`src/rtl/core/dwgs_pkg.sv`:
```
// Shared types and constants of the damped wave grid step block.
package dwgs_pkg;

  localparam int DATA_W = 32;
  localparam int CW     = 16;
  localparam int OPW    = 37;
  localparam int MW     = 17;
  localparam int PW     = OPW + MW;
  localparam int DW     = OPW + 16;

  localparam logic [CW-1:0] SPRING_RST = 16'd32768;
  localparam logic [CW-1:0] DAMP_RST   = 16'd13;
  localparam logic [CW-1:0] GAIN_RST   = 16'd49152;
  localparam logic [MW-1:0] ONE_Q16    = 17'h10000;

  typedef enum logic [1:0] {
    REG_SPRING  = 2'd0,
    REG_DAMPING = 2'd1,
    REG_GAIN    = 2'd2
  } reg_idx_t;

  typedef enum logic {
    OP_MUL,
    OP_DIV
  } arith_op_t;

  typedef struct packed {
    logic      start;
    arith_op_t op;
  } arith_req_t;

  typedef struct packed {
    logic           done;
    logic [OPW-1:0] value;
  } arith_rsp_t;

  typedef enum logic [3:0] {
    ST_CLEAR,
    ST_IDLE,
    ST_I_ADDR,
    ST_I_DATA,
    ST_MA_GO,
    ST_MA_WAIT,
    ST_MB_GO,
    ST_MB_WAIT,
    ST_DV_GO,
    ST_DV_WAIT,
    ST_G_ADDR,
    ST_G_DATA,
    ST_G_WAIT,
    ST_E_ADDR,
    ST_E_DATA,
    ST_E_HOLD
  } state_t;

endpackage

```
`src/rtl/core/dwgs_ram.sv`:
```
// Generic single write port RAM with one registered read port.
module dwgs_ram #(
  parameter int WIDTH = 32,
  parameter int DEPTH = 16
) (
  input  logic                     clk,
  input  logic                     we,
  input  logic [$clog2(DEPTH)-1:0] waddr,
  input  logic [WIDTH-1:0]         wdata,
  input  logic [$clog2(DEPTH)-1:0] raddr,
  output logic [WIDTH-1:0]         rdata
);

  logic [WIDTH-1:0] mem [DEPTH];

  always_ff @(posedge clk) begin
    if (we) begin
      mem[waddr] <= wdata;
    end
    rdata <= mem[raddr];
  end

endmodule

```
`src/rtl/core/dwgs_arith.sv`:
```
// Shared bit-serial multiplier and restoring divider of the stencil datapath.
module dwgs_arith (
  input  logic                               clk,
  input  logic                               rst,
  input  dwgs_pkg::arith_req_t               req,
  input  logic signed [dwgs_pkg::OPW-1:0]    x,
  input  logic [dwgs_pkg::MW-1:0]            m,
  output dwgs_pkg::arith_rsp_t               rsp
);
  import dwgs_pkg::*;

  logic                  busy;
  logic                  done;
  arith_op_t             op_q;
  logic [5:0]            cnt;
  logic signed [PW-1:0]  acc;
  logic signed [OPW-1:0] mx;
  logic [MW-1:0]         mm;
  logic                  neg;
  logic [MW-1:0]         rem;
  logic [DW-1:0]         dvd;
  logic [DW-1:0]         quo;
  logic [OPW-1:0]        value;

  logic signed [PW-1:0]  addend;
  logic signed [PW-1:0]  acc_step;
  logic [OPW-1:0]        xmag;
  logic [MW:0]           trial;
  logic [MW:0]           diff;
  logic                  fits;
  logic [DATA_W-1:0]     sat_q;
  logic [OPW-1:0]        final_val;

  always_comb begin
    addend   = mm[MW-1] ? {{MW{mx[OPW-1]}}, mx} : '0;
    acc_step = (acc <<< 1) + addend;
    xmag     = x[OPW-1] ? (~x + OPW'(1)) : x;
    trial    = {rem, dvd[DW-1]};
    diff     = trial - {1'b0, mm};
    fits     = (trial >= {1'b0, mm});
    // The quotient magnitude stays far below the dividend width, so a
    // compare against the 32-bit limits is enough to saturate.
    if (!neg && (quo > DW'(32'h7fffffff))) begin
      sat_q = 32'h7fffffff;
    end else if (neg && (quo > DW'(33'h080000000))) begin
      sat_q = 32'h80000000;
    end else if (neg) begin
      sat_q = ~quo[DATA_W-1:0] + DATA_W'(1);
    end else begin
      sat_q = quo[DATA_W-1:0];
    end
    if (op_q == OP_MUL) begin
      final_val = acc[OPW+15:16];
    end else begin
      final_val = {{(OPW-DATA_W){sat_q[DATA_W-1]}}, sat_q};
    end
  end

  always_ff @(posedge clk) begin
    if (rst) begin
      busy <= 1'b0;
      done <= 1'b0;
      cnt  <= '0;
    end else begin
      done <= 1'b0;
      if (req.start) begin
        busy <= 1'b1;
        cnt  <= (req.op == OP_MUL) ? 6'(MW) : 6'(DW);
      end else if (busy) begin
        if (cnt != '0) begin
          cnt <= cnt - 6'd1;
        end else begin
          busy <= 1'b0;
          done <= 1'b1;
        end
      end
    end
  end

  always_ff @(posedge clk) begin
    if (req.start) begin
      op_q <= req.op;
      mx   <= x;
      mm   <= m;
      acc  <= '0;
      rem  <= '0;
      quo  <= '0;
      neg  <= x[OPW-1];
      dvd  <= {xmag, 16'h0000};
    end else if (busy) begin
      if (cnt != '0) begin
        if (op_q == OP_MUL) begin
          acc <= acc_step;
          mm  <= {mm[MW-2:0], 1'b0};
        end else begin
          rem <= fits ? diff[MW-1:0] : trial[MW-1:0];
          quo <= {quo[DW-2:0], fits};
          dvd <= {dvd[DW-2:0], 1'b0};
        end
      end else begin
        value <= final_val;
      end
    end
  end

  assign rsp.done  = done;
  assign rsp.value = value;

endmodule

```
`src/rtl/core/damped_wave_grid_step.sv`:
```
// Top level of the damped wave grid step block.
// After reset the block zeroes its grids and is not ready meanwhile; configuration
// writes are taken at any time. A strike item (tuser high) is taken straight from
// idle and gives no result. A step item runs every interior cell through one
// shared serial multiplier and divider: two multiplies, a division and six grid
// reads a cell. Then 4*MESH_DIM border writes follow, each a gain multiply of a
// neighbour cell, and then every cell is emitted, waiting while the output side
// stalls. The grids live in three rotating RAM banks, so the shift of the grids
// at the end of a step costs nothing.
module damped_wave_grid_step #(
  parameter int MESH_DIM = 4
) (
  input  logic        clk,
  input  logic        rst,
  input  logic        s_axis_tvalid,
  output logic        s_axis_tready,
  input  logic [31:0] s_axis_tdata,   // [31:0] strike_amplitude
  input  logic        s_axis_tuser,   // [0] action
  output logic        m_axis_tvalid,
  input  logic        m_axis_tready,
  output logic [47:0] m_axis_tdata,   // [5:0] cell_row, [11:6] cell_col, [43:12] displacement
  output logic        m_axis_tlast,
  input  logic        wr_en,
  input  logic [1:0]  wr_index,
  input  logic [15:0] wr_data
);
  import dwgs_pkg::*;

  localparam int CELLS = MESH_DIM * MESH_DIM;
  localparam int AW    = $clog2(CELLS);
  localparam int RW    = $clog2(MESH_DIM);
  localparam logic [AW-1:0] N_A      = AW'(MESH_DIM);
  localparam logic [AW-1:0] LAST_A   = AW'(CELLS - 1);
  localparam logic [RW-1:0] LAST_RC  = RW'(MESH_DIM - 1);
  localparam logic [RW-1:0] PEN_RC   = RW'(MESH_DIM - 2);
  localparam logic [RW-1:0] CTR_RC   = RW'(MESH_DIM / 2);
  localparam logic [RW-1:0] ONE_RC   = RW'(1);

  state_t state, state_next;

  logic [CW-1:0] spring_coeff, damping_coeff, edge_gain;
  logic [1:0]    p_bank, o_bank, n_bank;
  logic [RW-1:0] row, col, ei;
  logic [2:0]    tap;
  logic [1:0]    ek;
  logic          corner;
  logic [AW-1:0] ecnt;
  logic signed [OPW-1:0] acc, old, pcx;
  logic [DATA_W-1:0] pc;

  logic [5:0]        out_row, out_col;
  logic [DATA_W-1:0] out_disp;
  logic              out_last;
  logic              out_valid;

  arith_req_t            req;
  arith_rsp_t            rsp;
  logic signed [OPW-1:0] ax;
  logic [MW-1:0]         am;

  logic [RW-1:0]     rr, rc, sr, sc, dr, dc;
  logic [AW-1:0]     raddr, waddr;
  logic [DATA_W-1:0] wdata, rsel_data;
  logic [DATA_W-1:0] rd [3];
  logic [1:0]        rsel, wbank;
  logic              wr, clear;
  logic [2:0]        bank_we;
  logic signed [OPW-1:0] rdv;
  logic              last_interior, last_edge;

  always_ff @(posedge clk) begin
    if (rst) begin
      spring_coeff  <= SPRING_RST;
      damping_coeff <= DAMP_RST;
      edge_gain     <= GAIN_RST;
    end else if (wr_en) begin
      case (wr_index)
        REG_SPRING:  spring_coeff  <= wr_data;
        REG_DAMPING: damping_coeff <= wr_data;
        REG_GAIN:    edge_gain     <= wr_data;
        default: ;
      endcase
    end
  end

  // Interior read coordinates: centre, four neighbours, then the older grid.
  always_comb begin
    rr = row;
    rc = col;
    unique case (tap)
      3'd1:    rr = row - ONE_RC;
      3'd2:    rr = row + ONE_RC;
      3'd3:    rc = col - ONE_RC;
      3'd4:    rc = col + ONE_RC;
      default: ;
    endcase
  end

  // Border fill order: per index the top, bottom, left and right edge, then the corners.
  always_comb begin
    if (!corner) begin
      unique case (ek)
        2'd0: begin dr = '0;      dc = ei;      sr = ONE_RC;  sc = ei;      end
        2'd1: begin dr = LAST_RC; dc = ei;      sr = PEN_RC;  sc = ei;      end
        2'd2: begin dr = ei;      dc = '0;      sr = ei;      sc = ONE_RC;  end
        default: begin dr = ei;   dc = LAST_RC; sr = ei;      sc = PEN_RC;  end
      endcase
    end else begin
      unique case (ek)
        2'd0: begin dr = '0;      dc = '0;      sr = ONE_RC;  sc = '0;      end
        2'd1: begin dr = LAST_RC; dc = '0;      sr = PEN_RC;  sc = '0;      end
        2'd2: begin dr = '0;      dc = LAST_RC; sr = '0;      sc = PEN_RC;  end
        default: begin dr = LAST_RC; dc = LAST_RC; sr = LAST_RC; sc = PEN_RC; end
      endcase
    end
  end

  assign last_interior = (row == PEN_RC) && (col == PEN_RC);
  assign last_edge     = corner && (ek == 2'd3);

  always_comb begin
    unique case (rsel)
      2'd0:    rsel_data = rd[0];
      2'd1:    rsel_data = rd[1];
      default: rsel_data = rd[2];
    endcase
  end
  assign rdv = {{(OPW-DATA_W){rsel_data[DATA_W-1]}}, rsel_data};
  assign pcx = {{(OPW-DATA_W){pc[DATA_W-1]}}, pc};

  always_comb begin
    state_next = state;
    req.start  = 1'b0;
    req.op     = OP_MUL;
    ax         = acc;
    am         = {1'b0, spring_coeff};
    raddr      = ecnt;
    rsel       = n_bank;
    wr         = 1'b0;
    wbank      = n_bank;
    waddr      = ecnt;
    wdata      = rsp.value[DATA_W-1:0];
    clear      = 1'b0;
    unique case (state)
      ST_CLEAR: begin
        clear = 1'b1;
        wdata = '0;
        if (ecnt == LAST_A) state_next = ST_IDLE;
      end
      ST_IDLE: begin
        if (s_axis_tvalid) begin
          if (s_axis_tuser) begin
            wr    = 1'b1;
            wbank = p_bank;
            waddr = AW'(CTR_RC) * N_A + AW'(CTR_RC);
            wdata = s_axis_tdata;
          end else begin
            state_next = ST_I_ADDR;
          end
        end
      end
      ST_I_ADDR, ST_I_DATA: begin
        raddr = AW'(rr) * N_A + AW'(rc);
        rsel  = (tap == 3'd5) ? o_bank : p_bank;
        if (state == ST_I_ADDR) state_next = ST_I_DATA;
        else state_next = (tap == 3'd5) ? ST_MA_GO : ST_I_ADDR;
      end
      ST_MA_GO: begin
        req.start  = 1'b1;
        state_next = ST_MA_WAIT;
      end
      ST_MA_WAIT: if (rsp.done) state_next = ST_MB_GO;
      ST_MB_GO: begin
        req.start  = 1'b1;
        ax         = old;
        am         = ONE_Q16 - {1'b0, damping_coeff};
        state_next = ST_MB_WAIT;
      end
      ST_MB_WAIT: if (rsp.done) state_next = ST_DV_GO;
      ST_DV_GO: begin
        req.start  = 1'b1;
        req.op     = OP_DIV;
        am         = ONE_Q16 + {1'b0, damping_coeff};
        state_next = ST_DV_WAIT;
      end
      ST_DV_WAIT: begin
        waddr = AW'(row) * N_A + AW'(col);
        if (rsp.done) begin
          wr         = 1'b1;
          state_next = last_interior ? ST_G_ADDR : ST_I_ADDR;
        end
      end
      ST_G_ADDR, ST_G_DATA: begin
        raddr = AW'(sr) * N_A + AW'(sc);
        ax    = rdv;
        am    = {1'b0, edge_gain};
        if (state == ST_G_ADDR) begin
          state_next = ST_G_DATA;
        end else begin
          req.start  = 1'b1;
          state_next = ST_G_WAIT;
        end
      end
      ST_G_WAIT: begin
        waddr = AW'(dr) * N_A + AW'(dc);
        if (rsp.done) begin
          wr         = 1'b1;
          state_next = last_edge ? ST_E_ADDR : ST_G_ADDR;
        end
      end
      ST_E_ADDR: state_next = ST_E_DATA;
      ST_E_DATA: state_next = ST_E_HOLD;
      ST_E_HOLD: begin
        if (m_axis_tready) state_next = out_last ? ST_IDLE : ST_E_ADDR;
      end
      default: state_next = ST_IDLE;
    endcase
  end

  always_ff @(posedge clk) begin
    if (rst) state <= ST_CLEAR;
    else state <= state_next;
  end

  always_ff @(posedge clk) begin
    if (rst) begin
      p_bank    <= 2'd0;
      o_bank    <= 2'd1;
      n_bank    <= 2'd2;
      ecnt      <= '0;
      out_valid <= 1'b0;
    end else begin
      if (state == ST_CLEAR) ecnt <= (ecnt == LAST_A) ? '0 : ecnt + AW'(1);
      if (state == ST_G_WAIT && rsp.done && last_edge) ecnt <= '0;
      if (state == ST_E_DATA) out_valid <= 1'b1;
      if (state == ST_E_HOLD && m_axis_tready) begin
        out_valid <= 1'b0;
        if (out_last) begin
          p_bank <= n_bank;
          o_bank <= p_bank;
          n_bank <= o_bank;
        end else begin
          ecnt <= ecnt + AW'(1);
        end
      end
    end
  end

  always_ff @(posedge clk) begin
    unique case (state)
      ST_IDLE: begin
        row <= ONE_RC;
        col <= ONE_RC;
        tap <= '0;
      end
      ST_I_DATA: begin
        unique case (tap)
          3'd0: begin
            pc  <= rsel_data;
            acc <= -(rdv <<< 2);
          end
          3'd5:    old <= rdv;
          default: acc <= acc + rdv;
        endcase
        tap <= (tap == 3'd5) ? 3'd0 : tap + 3'd1;
      end
      ST_MA_WAIT: if (rsp.done) acc <= $signed(rsp.value) + (pcx <<< 1);
      ST_MB_WAIT: if (rsp.done) acc <= acc - $signed(rsp.value);
      ST_DV_WAIT: begin
        if (rsp.done) begin
          if (col == PEN_RC) begin
            col <= ONE_RC;
            row <= row + ONE_RC;
          end else begin
            col <= col + ONE_RC;
          end
          ei     <= ONE_RC;
          ek     <= 2'd0;
          corner <= 1'b0;
        end
      end
      ST_G_WAIT: begin
        if (rsp.done) begin
          ek <= ek + 2'd1;
          if (!corner && ek == 2'd3) begin
            if (ei == LAST_RC) corner <= 1'b1;
            else ei <= ei + ONE_RC;
          end
          row <= '0;
          col <= '0;
        end
      end
      ST_E_DATA: begin
        out_row  <= 6'(row);
        out_col  <= 6'(col);
        out_disp <= rsel_data;
        out_last <= (ecnt == LAST_A);
      end
      ST_E_HOLD: begin
        if (m_axis_tready) begin
          if (col == LAST_RC) begin
            col <= '0;
            row <= row + ONE_RC;
          end else begin
            col <= col + ONE_RC;
          end
        end
      end
      default: ;
    endcase
  end

  dwgs_arith u_arith (
    .clk (clk),
    .rst (rst),
    .req (req),
    .x   (ax),
    .m   (am),
    .rsp (rsp)
  );

  for (genvar b = 0; b < 3; b++) begin : g_bank
    assign bank_we[b] = clear || (wr && (wbank == 2'(b)));
    dwgs_ram #(
      .WIDTH (DATA_W),
      .DEPTH (CELLS)
    ) u_ram (
      .clk   (clk),
      .we    (bank_we[b]),
      .waddr (waddr),
      .wdata (wdata),
      .raddr (raddr),
      .rdata (rd[b])
    );
  end

  assign s_axis_tready = (state == ST_IDLE);
  assign m_axis_tvalid = out_valid;
  assign m_axis_tdata  = {4'b0000, out_disp, out_col, out_row};
  assign m_axis_tlast  = out_last;

endmodule
```
`config.mk`:
```
export PLATFORM = sky130hd
export DESIGN_NAME = damped_wave_grid_step
export DESIGN_NICKNAME = d
export VERILOG_FILES = /design/src/rtl/core/dwgs_pkg.sv /design/src/rtl/core/dwgs_ram.sv /design/src/rtl/core/dwgs_arith.sv /design/src/rtl/core/damped_wave_grid_step.sv
export SDC_FILE = /design/constraint.sdc
export NUM_CORES = 2
export LEC_CHECK = 0
export ABC_AREA = 1
export BUFFER_PORTS_ARGS = -buffer_cell sky130_fd_sc_hd__buf_2
export CAP_MARGIN = 20
export CORE_ASPECT_RATIO = 1.1
export CORE_UTILIZATION = 35
export CTS_BUF_LIST = sky130_fd_sc_hd__clkbuf_8 sky130_fd_sc_hd__clkbuf_16
export DETAILED_ROUTE_END_ITERATION = 10
export GPL_TIMING_DRIVEN = 0
export PLACE_DENSITY = 0.49
export SYNTH_ARGS = -nofsm -noshare
export SYNTH_HDL_FRONTEND = slang
export SYNTH_SLANG_ARGS = --single-unit
export TNS_END_PERCENT = 10
```
`constraint.sdc`:
```
create_clock -name clk -period 4.4 [get_ports clk]
set_input_delay 0 -clock clk [delete_from_list [all_inputs] [get_ports clk]]
set_output_delay 0 -clock clk [all_outputs]
set_load 0.02 [all_outputs]
```
==> results.yml <==
floorplanning:
  design.die.area_um2: 281700
  initial_utilization: 0.3518
  chipWidth_um: 506.1
  io_pins: 107
  core_area_um2: 278100
  die_y_um: 556.5
  std_cell_rows: 203
logic_synthesis:
  synth_cell_types: 66
  synth_enable_flop_cells: 1815
  synthCells: 9485
  synth.yosys.seq_area_share: 0.6164
  synth_area_um2: 97840
  syn_area_per_cell_um2: 10.32
  netlist.top_cell.by_area: "sky130_fd_sc_hd__edfxtp_1"
  synth-async-reset-ratio: 0
  synth.area.top_cells: "sky130_fd_sc_hd__edfxtp_1, sky130_fd_sc_hd__dfxtp_1, sky130_fd_sc_hd__nor2_1"
  synth_seq_cells: 2105
  top_area_cell_type_share_of_the_netlist_area: 0.5570
  yosys_warnings: 0
  yosys_most_used_dff: "sky130_fd_sc_hd__edfxtp_1"
timing:
  clock_skew_ns: 0.08852
  period_minus_slack_ns: 4.301
  max_freq_mhz: 232.5
  period_share: 0.9775
  timing_worst_slew_pin_value_ns: 1.144
  rsz0062_at_grt: "yes"
  timing_max_transition_violations_final: 0
  timing.slew.headroom: 0.2375
  finalHoldViolCount: 0
  timing.final.setup_violations: 0
cells_and_area:
  drive_above_1_share: 0.1543
  layout.cells.most_common: "sky130_fd_sc_hd__edfxtp_1"
  area.growth.synth_to_final_pct: 19.34
  most_frequent_cells_in_the_layout: "sky130_fd_sc_hd__edfxtp_1, sky130_fd_sc_hd__nor2_1, sky130_fd_sc_hd__nand2_1"
  nNetsFinal: 10410
  fillerInstances: 26830
  final_core_utilization: 0.4198
routing:
  wl_um: 373500
  vias: 75270
  ant_nets: 0
  detail_route.vias_per_cell: 5.357
  drt_pre_antenna_iters: 7
  drt_iter0_drc: 6976
  dr_wl_cell_um: 26.58
  drt_drc_violations_left: 0
min_path:
  whs_endpoint: "m_axis_tvalid"
  hold_class: "in -> reg"
  worstHoldPathCells: 5
  hold_start: "m_axis_tready"
setup_path:
  setup.worst_path.start: "tap[0]"
  worstPathRequired_ns: 5.01
  reg2reg_slack_ns: 0.1
  rr_startpoint: "tap[0]"
  worstSetupEndpointType: "flip-flop"
  critical_path_peak_fanout: 10
  regToRegEndpoint: "acc[34]"
  crit_path_start_kind: "flip-flop"
  ff2ff_path_depth: 22
  timing_worst_setup_path_type: "reg -> reg"
  critPathArrivalTime_ns: 4.91
cts:
  cts_bufs_inserted: 232
  clkTransAtPathRegs_ns: 0.06
  clock_sinks: 2105
  cts-root-buf: "sky130_fd_sc_hd__clkbuf_16"
  cts-root-to-sink-buffers: 4
  clk-insertion-delay-late_ns: 0.94
  clock_tree.htree_level_count: 4
  clock_tree_from_tritoncts: "built"
job:
  maxCapViolCount: 0
power_and_ir_drop:
  worst_vdd_rail_ir_drop_v: 0.0003876
  power_per_cell_area_nw_per_um2: 638.1
  cellLeakagePower_nw: 43.66
  p_total_w: 0.07450
grt:
  pin_count_of_the_biggest_net_entering_global_routing: 40
  congestion_overflow_gr: 0
  grt_antenna_before_repair: 27
  grt.total_usage: 0.2596
  grt_pass1_vias: 72590
  grt_first_pass_wirelength_um: 525200
placed_design:
  placed_wire_length_estimate_um: 283300
  numPortBuffers: 94
  final_weighted_congestion_in_routability_driven_placement: 0.9765
run_status:
  status: "finished clean"
[per-layer routing]
metal,GRT usage,up-vias,part of all wire
li1,-,34850,-
met1,0.3289,37120,0.41
met2,0.4371,2612,0.48
met5,0,-,0.000072
met4,0.1307,4,0.060
met3,0.03076,686,0.058
[worst max-delay path, stage by stage (launching register included)]
cell and delay (ns):
sky130_fd_sc_hd__edfxtp_1 0.47, sky130_fd_sc_hd__ha_4 0.22, sky130_fd_sc_hd__nand2_2 0.14, sky130_fd_sc_hd__nand2_1 0.08
sky130_fd_sc_hd__nand2_2 0.10, sky130_fd_sc_hd__o21ai_4 0.07, sky130_fd_sc_hd__buf_12 0.14, sky130_fd_sc_hd__clkbuf_4 0.18
sky130_fd_sc_hd__or2_2 0.34, sky130_fd_sc_hd__nand3_2 0.19, sky130_fd_sc_hd__clkinvlp_4 0.19, sky130_fd_sc_hd__ha_2 0.42
sky130_fd_sc_hd__nand2_1 0.12, sky130_fd_sc_hd__nor2_2 0.15, sky130_fd_sc_hd__nand2_2 0.13, sky130_fd_sc_hd__nor4_4 0.33
sky130_fd_sc_hd__nand3_1 0.11, sky130_fd_sc_hd__nand3_1 0.15, sky130_fd_sc_hd__a21oi_1 0.08, sky130_fd_sc_hd__o21ai_0 0.08
sky130_fd_sc_hd__nand2_1 0.10, sky130_fd_sc_hd__nand2_1 0.13, sky130_fd_sc_hd__nand3_1 0.10
[state kept, by name, summed over array words and instances, names as in the netlist, 3 cells and up]
| register | count |
|---|---|
| acc | 37 |
| damping_coeff | 16 |
| ecnt | 4 |
| edge_gain | 16 |
| g_bank.u_ram.mem | 1536 |
| g_bank.u_ram.rdata | 96 |
| old | 32 |
| out_disp | 32 |
| pc | 32 |
| spring_coeff | 16 |
| state | 4 |
| tap | 3 |
| u_arith.acc | 53 |
| u_arith.cnt | 6 |
| u_arith.dvd | 37 |
| u_arith.mm | 17 |
| u_arith.mx | 36 |
| u_arith.quo | 53 |
| u_arith.rem | 17 |
| u_arith.value | 37 |
[synth_stat cells, types with 24 or more instances]
cell type / n
sky130_fd_sc_hd__edfxtp_1: 1815
sky130_fd_sc_hd__nor2_1: 1276
sky130_fd_sc_hd__nand2_1: 1102
sky130_fd_sc_hd__nand3_1: 849
sky130_fd_sc_hd__o21ai_0: 781
sky130_fd_sc_hd__inv_1: 715
sky130_fd_sc_hd__or2_2: 438
sky130_fd_sc_hd__o211ai_1: 430
sky130_fd_sc_hd__a21oi_1: 389
sky130_fd_sc_hd__dfxtp_1: 290
sky130_fd_sc_hd__clkbuf_1: 264
sky130_fd_sc_hd__ha_1: 199
sky130_fd_sc_hd__buf_2: 113
sky130_fd_sc_hd__xor2_1: 76
sky130_fd_sc_hd__o22ai_1: 74
sky130_fd_sc_hd__nand4_1: 68
sky130_fd_sc_hd__buf_1: 61
sky130_fd_sc_hd__a31oi_1: 53
sky130_fd_sc_hd__nor3_1: 49
sky130_fd_sc_hd__nand3b_1: 39
sky130_fd_sc_hd__a21o_1: 35
sky130_fd_sc_hd__xnor2_1: 33
sky130_fd_sc_hd__o21bai_1: 28
sky130_fd_sc_hd__nand2_2: 24
[per-stage QoR]
stage	worst slack (ns)	cells	cell area (um^2)	hold WS (ns)	setup TNS (ns)
finish	0.09897	14050	116800	0.08274	0
global route	-0.09738	14040	116700	0.1070	-0.3344
CTS	-0.03838	13990	115800	0.01141	-0.06125
detailed placement	-0.9671	13410	106400	0.2774	-377.64
global placement	-6.984	13280	103000	0.2628	-
floorplan	-0.2250	9496	97890	0.06907	-8.324
[worst max path at each step]
stage | to | slack, ns | cells past startpoint
global route | acc[36] | -0.1 | 27
detailed placement | acc[30] | -0.97 | 28
CTS | acc[30] | -0.04 | 29
floorplan | acc[0] | -0.22 | 4
finish | acc[34] | 0.1 | 22
global placement | g_bank[1].u_ram.mem[14][16] | -6.98 | 7
[logic make-up after synthesis]
logic type	Yosys count	share of synthesized area
flip-flops	2105	0.6164
XOR/XNOR	109	0.009757
buffers and inverters	1204	0.04889
AND/OR/NAND/NOR	3927	0.1811
other	1	0.00003833
adder cells (fa/ha/maj)	204	0.02647
AO/OA/AOI/OAI	1935	0.1173
[repair_timing]
action	in CTS	in global routing
endpoints found under the setup margin	1032	1000
hold buffers	83	0
pin swaps	21	33
setup buffers	58	51
gates resized for setup	90	115
endpoints found under the hold margin	1354	0
[power by group]
group,internal [W],total [W],leakage (nW),switching [W]
clock,0.0112,0.0196,3.97,0.00843
sequential,0.0264,0.0276,19.3,0.00118
combinational,0.00802,0.0273,20.4,0.0193
[final cells by class]
| class | count | area, um^2 | area share |
|---|---|---|---|
| Sequential cell | 2105 | 60310 | 0.5165 |
| Multi-Input combinational cell | 6187 | 34270 | 0.2935 |
| Clock buffer | 253 | 6128 | 0.05249 |
| Timing Repair Buffer | 417 | 4881 | 0.04180 |
| Tap cell | 3690 | 4617 | 0.03954 |
| Inverter | 742 | 2904 | 0.02487 |
| Buffer | 462 | 2048 | 0.01754 |
| Clock inverter | 184 | 1580 | 0.01353 |
| Antenna cell | 11 | 27.53 | 0.0002357 |
Note: power is estimated with default switching activity, not from simulation.
